### config.mk
export PLATFORM = sky130hd
export DESIGN_NAME = fpsc_range
export DESIGN_NICKNAME = d
export VERILOG_FILES = /design/src/hw/rtl/fpsc_pkg.sv /design/src/hw/rtl/fpsc_range.sv
export VERILOG_INCLUDE_DIRS = /design/src /design/src/hw/rtl
export SDC_FILE = /design/constraint.sdc
export NUM_CORES = 1
export LEC_CHECK = 0
export ABC_AREA = 0
export BUFFER_PORTS_ARGS = -buffer_cell sky130_fd_sc_hd__buf_2
export CAP_MARGIN = 25
export CORE_MARGIN = 3
export CORE_UTILIZATION = 50
export DETAILED_ROUTE_END_ITERATION = 7
export GPL_TIMING_DRIVEN = 0
export PLACE_DENSITY = 0.69
export SLEW_MARGIN = 20
export SYNTH_ARGS = -nofsm -noshare
export SYNTH_HDL_FRONTEND = slang
export SYNTH_SLANG_ARGS = --single-unit
### constraint.sdc
create_clock -name clk -period 6.5 [get_ports clk]
set_clock_uncertainty 0.2 [all_clocks]
set_input_delay 0.975 -clock clk [delete_from_list [all_inputs] [get_ports clk]]
set_output_delay 0.975 -clock clk [all_outputs]
set_load 0.005 [all_outputs]
### src/hw/rtl/assert_macros.svh
// assertion macros shared by the sine and cosine rtl
`ifndef ASSERT_MACROS_SVH
`define ASSERT_MACROS_SVH
`ifndef SYNTHESIS
`define ASSERT_IMP(lbl, clk, rstn, ante, cons, msg) \
  lbl: assert property (@(posedge clk) disable iff (!rstn) (ante) |-> (cons)) else $error(msg);
`define ASSERT_NXT(lbl, clk, rstn, ante, cons, msg) \
  lbl: assert property (@(posedge clk) disable iff (!rstn) (ante) |=> (cons)) else $error(msg);
`else
`define ASSERT_IMP(lbl, clk, rstn, ante, cons, msg)
`define ASSERT_NXT(lbl, clk, rstn, ante, cons, msg)
`endif
`endif

### src/hw/rtl/fpsc_pkg.sv
// types and constants of the fixed-point sine and cosine block
package fpsc_pkg;

  localparam int AngleW = 32;
  localparam int ValueW = 34;

  // 4/pi with 32 fractional bits
  localparam logic [32:0] FourOverPi = 33'h1_45f3_06dd;
  localparam logic [32:0] OneQ32     = 33'h1_0000_0000;
  localparam logic [31:0] SqrtHalf   = 32'hb504_f334;
  localparam logic [31:0] SinLead    = 32'hc90f_daa2;

  typedef logic [31:0] coef_arr_t [4];

  // horner coefficients, innermost first
  localparam coef_arr_t SinCoef = '{32'h0231_7888, 32'h03c2_857c,
                                    32'h07e5_4b84, 32'h14ab_bce6};
  localparam coef_arr_t CosCoef = '{32'h02d1_e41d, 32'h0543_87ad,
                                    32'h0d28_d331, 32'h4ef4_f327};

  typedef struct packed {
    logic special;
    logic use_cos;
    logic flip;
  } ctl_t;

  // reduced argument from the range stage
  typedef struct packed {
    logic [31:0] frac;
    ctl_t        ctl;
  } red_t;

  // unsigned polynomial result with its sign control
  typedef struct packed {
    logic [32:0] res;
    ctl_t        ctl;
  } poly_t;

endpackage

### src/hw/rtl/fpsc_range.sv
// range reduction: magnitude, scale by 4/pi, octant split and reflection
`include "assert_macros.svh"

module fpsc_range (
  input  logic                                clk,
  input  logic                                rst_n,
  input  logic                                in_valid,
  output logic                                in_ready,
  input  logic                                in_command,
  input  logic signed [fpsc_pkg::AngleW-1:0] in_angle,
  output logic                                out_valid,
  input  logic                                out_ready,
  output fpsc_pkg::red_t                      out_data
);
  import fpsc_pkg::*;

  localparam int NStg = 3;

  logic [NStg-1:0] v_r;
  logic [NStg-1:0] ld;

  logic        s1_cmd_r, s1_neg_r;
  logic [31:0] s1_mag_r;
  logic [31:0] ang_u;
  logic [31:0] mag_nxt;

  logic        s2_cmd_r, s2_neg_r;
  logic [2:0]  s2_oct_r;
  logic [31:0] s2_frac_r;
  logic [64:0] prod;

  red_t        s3_r;
  red_t        s3_nxt;
  logic [32:0] refl;
  logic [2:0]  oct_p1, oct_p2;

  // stage load enables, each stage fills when empty or moving on
  always_comb begin
    ld[NStg-1] = !v_r[NStg-1] || out_ready;
    for (int k = NStg - 2; k >= 0; k--) begin
      ld[k] = !v_r[k] || ld[k+1];
    end
  end

  assign in_ready  = ld[0];
  assign out_valid = v_r[NStg-1];
  assign out_data  = s3_r;

  always_ff @(posedge clk) begin
    if (!rst_n) begin
      v_r <= '0;
    end else begin
      if (ld[0]) v_r[0] <= in_valid;
      for (int k = 1; k < NStg; k++) begin
        if (ld[k]) v_r[k] <= v_r[k-1];
      end
    end
  end

  // magnitude; the most negative angle comes out as 2^31
  assign ang_u   = in_angle;
  assign mag_nxt = ang_u[31] ? (32'd0 - ang_u) : ang_u;

  // scale by 4/pi
  assign prod = {33'd0, s1_mag_r} * {32'd0, FourOverPi};

  // reflect odd octants and pick polynomial and sign
  assign refl   = OneQ32 - {1'b0, s2_frac_r};
  assign oct_p1 = s2_oct_r + 3'd1;
  assign oct_p2 = s2_oct_r + 3'd2;

  always_comb begin
    s3_nxt.frac        = s2_oct_r[0] ? refl[31:0] : s2_frac_r;
    s3_nxt.ctl.special = s2_oct_r[0] && (s2_frac_r == 32'd0);
    s3_nxt.ctl.use_cos = oct_p1[1] ^ s2_cmd_r;
    s3_nxt.ctl.flip    = s2_cmd_r ? oct_p2[2] : (s2_oct_r[2] ^ s2_neg_r);
  end

  always_ff @(posedge clk) begin
    if (ld[0]) begin
      s1_cmd_r <= in_command;
      s1_neg_r <= ang_u[31];
      s1_mag_r <= mag_nxt;
    end
    if (ld[1]) begin
      s2_cmd_r  <= s1_cmd_r;
      s2_neg_r  <= s1_neg_r;
      s2_oct_r  <= prod[46:44];
      s2_frac_r <= prod[43:12];
    end
    if (ld[2]) begin
      s3_r <= s3_nxt;
    end
  end

  // a stalled reduced word must hold until taken
  `ASSERT_NXT(a_red_hold, clk, rst_n, v_r[NStg-1] && !out_ready, v_r[NStg-1] && $stable(s3_r), "reduced word changed while stalled")

endmodule

After elaboration in Yosys (flattened, before gate mapping)

Index checks and enable logic that the tools add are counted.

Add/subtract/negate cells: 4
$mul: 1
Mux-type cells: 3
Bitwise logic cells: 2
Reductions and logical operators: 8

Operators by type and width:

| operator                 | count |
|---|---|
| $sub A1 B32 Y32 const A  | 2 |
| $mul A32 B33 Y47 const B | 1 |
| $logic_not A32 Y1        | 1 |
| $mux W32                 | 1 |
| $mux W31                 | 1 |
| $add A3 B2 Y3 const B    | 1 |
| $logic_not A1 Y1         | 3 |
| $logic_or A1 B1 Y1       | 3 |
| $add A2 B1 Y2 const B    | 1 |
| $xor A1 B1 Y1            | 2 |
| $logic_and A1 B1 Y1      | 1 |
| $mux W1                  | 1 |

Flip-flop bits (word level): 109
Input bits: 37
Output and inout port bits: 37
Word-level logic and storage cells: 33

Depth between registers and ports, before layout

Word-level depth: 4
Depth in mapped cells: 24

Worst setup path before layout

No wires, ideal clock.

Path kind: register to register
From: reg s1_mag_r[3]
To: reg s2_frac_r[30], data pin
Setup time: 258 ps
Arrival time: 6751 ps
Data required time: 6042 ps
Path slack: -710 ps
Stages on the path, launching flop included: 24
Buffers on the path: 0
Period minus slack after synthesis: 7210 ps
Path through: edfxtp_1 fa_1 inv_1 fa_1 inv_1 fa_1 inv_1 fa_1 inv_1 fa_1 fa_1 fa_1 inv_1 fa_1 inv_1 ha_1 and4_1 nor4b_1 nand3_1 a21oi_1 o31ai_2 o41ai_1 a21oi_1 xnor2_1

Longest elaborated chain between the ends: 1

RTL lines:

| what                     | line             | text |
|---|---|---|
| start: declaration       | fpsc_range.sv:23 | `logic [31:0] s1_mag_r;` |
| start signal: assignment | fpsc_range.sv:83 | `s1_mag_r <= mag_nxt;` |
| $mul A32 B33 Y47         | fpsc_range.sv:65 | `assign prod = {33'd0, s1_mag_r} * {32'd0, FourOverPi};` |
| named net prod[42]       | fpsc_range.sv:30 | `logic [64:0] prod;` |
| end signal: assignment   | fpsc_range.sv:89 | `s2_frac_r <= prod[43:12];` |
| end: declaration         | fpsc_range.sv:29 | `logic [31:0] s2_frac_r;` |

The timed path passes the listed nets, and every way through them passes these cells.
A chain may end at the register's enable or synchronous reset.

Worst setup path in the final report

From: reg s1_mag_r[2]
To: reg s2_frac_r[30], data pin

The elaborated chain is that of the path after synthesis.

==> results by group <==
Floorplanning
  – Core Area: 36,800 um2
  – Die height: 200 um
  – I/O pins: 74
  – # rows: 70
  – Starting Density: 51.1%
  – Die Span X: 200 um
  – Die area: 40,000 um2

Synthesis
  – Avg Cell Area, Syn: 11.0 um2
  – Prevailing post-synth register cell: edfxtp_1
  – Async SR Flop Fraction: 0%
  – Yosys warnings: 0
  – Syn_nets: 2,387
  – Number of synthesized register bits: 109
  – Post-synthesis mux area share: 0.107%
  – Syn Std Cell Area: 18,800 um2
  – Synth Area in XOR/XNOR: 5.22%
  – Largest family of logic cells by synthesized area: adder cells
  – EDFF count, synth: 106
  – Sequential fraction of the synthesis area: 17.3%
  – Mapped Cells: 1,707
  – Synth cell types: 51
  – Yosys top cell area share: 37.9%
  – Simple-gate share of the synthesized area: 4.07%
  – Compound-Gate Fraction of Synth Area: 5.21%
  – Cell taking the most area after synthesis: fa_1
  – Adder-cell share of the synthesized area: 57.0%
  – Synth area leaders: fa_1 38%, ha_1 19%, edfxtp_1 17%, inv_1 11%, xnor2_1 4.4%

Worst setup path
  – Reg2reg path depth: 25
  – Crit path max fanout: 5
  – Crit path capture type: flip-flop
  – Reg-to-reg endpoint: s2_frac_r[30]$_DFFE_PP_
  – FF-to-FF Start: s1_mag_r[2]$_DFFE_PP_
  – R2r setup slk: -900 ps
  – Worst Setup Start Kind: flip-flop
  – Endpoint required time on the critical path: 6420 ps
  – Data arrival, critical path: 7320 ps
  – Crit path kind: flip-flop to flip-flop

Route
  – Final WL: 45,800 um
  – DRC viols: 0
  – Routed len/inst: 19.5 um
  – Routed vias/inst: 5.22
  – Router iterations before antenna repair: 5
  – Antenna Nets Post-Route: 0
  – Vias: 12,277
  – Initial DRC count: 572

CTS
  – H-tree levels: 3
  – Later-pin clock latency in the skew report: 380 ps
  – Clock-pin transition on the worst setup and hold timing paths: 70 ps
  – Sinks on Clock Net: 109
  – CTS tree: yes
  – TritonCTS buffer count: 9
  – CTS Hold Bufs: 0
  – Clk root buf: clkbuf_16
  – CTS Buffer Depth: 2

Final layout
  – Layout Utilization: 58.6%
  – N_diodes: 0
  – Fillers: 3,026
  – Area growth syn-to-layout: 14.7%
  – Final Non-Filler Cells: 2,353
  – Share of layout cells above drive strength 1: 16.3%
  – Nets: 2,560

Timing
  – Measured slew at the worst slew-check pin: 794 ps
  – Final period utilization: 114%
  – Post-Route Setup TNS: -15,240 ps
  – Worst hold margin: 226 ps
  – RSZ-0062 raised after global routing: true
  – Max Slew Vio Count: 0
  – Setup ws final: -902 ps
  – Rel. slew slack: 46.9%
  – Final Hold Fails: 0
  – Final setup fails: 24
  – Fin crit period: 7400 ps
  – FMAX: 135 MHz

Global routing
  – Vias in the first global route: 13,298
  – Largest net degree at the start of global routing: 38
  – Initial antenna violation count: 1
  – Gr ovfl total: 0
  – GRT Overall Usage: 24.1%
  – First-pass GRT wire length: 71,700 um

Place
  – Placed cell count: 2,249
  – PortBufs: 73
  – DP HPWL: 39,000 um
  – RePlAce Congestion: 0.930

Hold path
  – Critical hold path startpoint: s1_cmd_r$_DFFE_PP_
  – Worst Hold Path EP: s2_cmd_r$_DFFE_PP_
  – Hold path depth: 0
  – Min-Delay Path Class: flip-flop to flip-flop

Job
  – Total of max-cap violations: 0

Run status
  – Status: finished, violations left
  – Failing checks: negative setup slack
repair_timing:
| item | 4_1_cts | 5_1_grt |
|---|---|---|
| cloned | 0 | 0 |
| setup buffers | 72 | 19 |
| pin swaps | 47 | 45 |
| endpoints found under the setup margin | 32 | 30 |
| gates resized for setup | 75 | 55 |
cell usage in the layout (no fill, tap or decap), types with 7 or more instances in the layout:
| master | count |
|---|---|
| clkbuf_16 | 9 |
| ha_4 | 27 |
| nand2_1 | 34 |
| o21ai_0 | 30 |
| nand2b_1 | 9 |
| or2_2 | 7 |
| xor2_1 | 17 |
| nand3_1 | 7 |
| nor2_1 | 17 |
| buf_6 | 15 |
| o31ai_1 | 18 |
| ha_1 | 253 |
| ha_2 | 7 |
| clkbuf_1 | 8 |
| edfxtp_1 | 106 |
| fa_1 | 345 |
| buf_2 | 73 |
| fa_2 | 11 |
| inv_2 | 15 |
| nor3_1 | 10 |
| xnor2_1 | 93 |
| a21oi_1 | 15 |
| o41ai_1 | 7 |
| a21o_1 | 18 |
| buf_4 | 74 |
| a21oi_2 | 7 |
| inv_1 | 531 |
| or3_1 | 13 |
final cells by class:
cell class,instances,area [um2],area share (%)
Multi-Input combinational cell,1042,14200,66.0
Sequential cell,109,3240,15.0
Inverter,546,2050,9.51
Timing Repair Buffer,163,1120,5.18
Tap cell,468,586,2.72
Clock buffer,10,239,1.11
Clock inverter,6,56.3,0.261
Buffer,9,37.5,0.174
registers in the layout (all words and copies together) (netlist names):
name	count
out_data	35
s1_mag_r	32
s2_frac_r	32
s2_oct_r	3
v_r	3
s1_cmd_r	1
s1_neg_r	1
s2_cmd_r	1
s2_neg_r	1
layer usage:
layer  vias to the layer above  track usage [%]  routed length, um
met1                      6216             31.0              19200
met3                        87             4.60               2720
li1                       5630                -                  -
met5                         -                0                 13
met2                       342             41.5              22200
met4                         2             7.91               1610
synth_stat cells, types with 9 or more instances:
cell / n
a21o_1: 18
a21oi_1: 25
clkbuf_1: 10
edfxtp_1: 106
fa_1: 356
ha_1: 287
inv_1: 546
nand2_1: 36
nand2b_1: 9
nand3_1: 13
nor2_1: 19
nor3_1: 12
o21ai_0: 37
o31ai_1: 21
o41ai_1: 10
or3_1: 13
xnor2_1: 95
xor2_1: 17
per-stage QoR:
step	area, um2	setup WS, ps
after floorplan	18900	-391
after global placement	19900	-1470
after detailed placement	19900	-1500
after CTS	21100	-843
after global routing	21600	-1050
final	21600	-902
how the worst max path moves through the flow:
stage               cells after the start                 endpoint                   start
floorplan                              23  s2_frac_r[30]$_DFFE_PP_   s1_mag_r[3]$_DFFE_PP_
detailed placement                     23    s2_oct_r[1]$_DFFE_PP_  s1_mag_r[14]$_DFFE_PP_
finish                                 25  s2_frac_r[30]$_DFFE_PP_   s1_mag_r[2]$_DFFE_PP_
CTS                                    24  s2_frac_r[21]$_DFFE_PP_   s1_mag_r[4]$_DFFE_PP_
global route                           24  s2_frac_r[31]$_DFFE_PP_   s1_mag_r[2]$_DFFE_PP_
global placement                       23    s2_oct_r[1]$_DFFE_PP_  s1_mag_r[14]$_DFFE_PP_
worst max-delay path, cell delays in order (launching register included):
cell      delay, ps
edfxtp_1        380
buf_6           160
fa_2            570
inv_2            40
fa_1            500
inv_2            50
fa_1            480
inv_1            50
fa_1            510
inv_2            50
fa_1            480
fa_2            430
fa_1            570
inv_2            40
fa_2            590
inv_2            60
ha_4            290
and4_4          240
nor4b_4         300
nand3_2         140
a21oi_4         170
o31ai_4         130
buf_6           150
o41ai_4         320
a21oi_2         100
xnor2_1         140
kinds of logic after synthesis:
logic type | count (synthesis)
AO/OA/AOI/OAI | 144
XOR/XNOR | 112
adder cells (fa/ha/maj) | 643
buffers and inverters | 556
flip-flops | 109
multiplexers | 2
AND/OR/NAND/NOR | 141
Power is left out: the tool's default activity adds up to more than one toggle a clock period on the data nets, which glitch-free logic cannot reach.
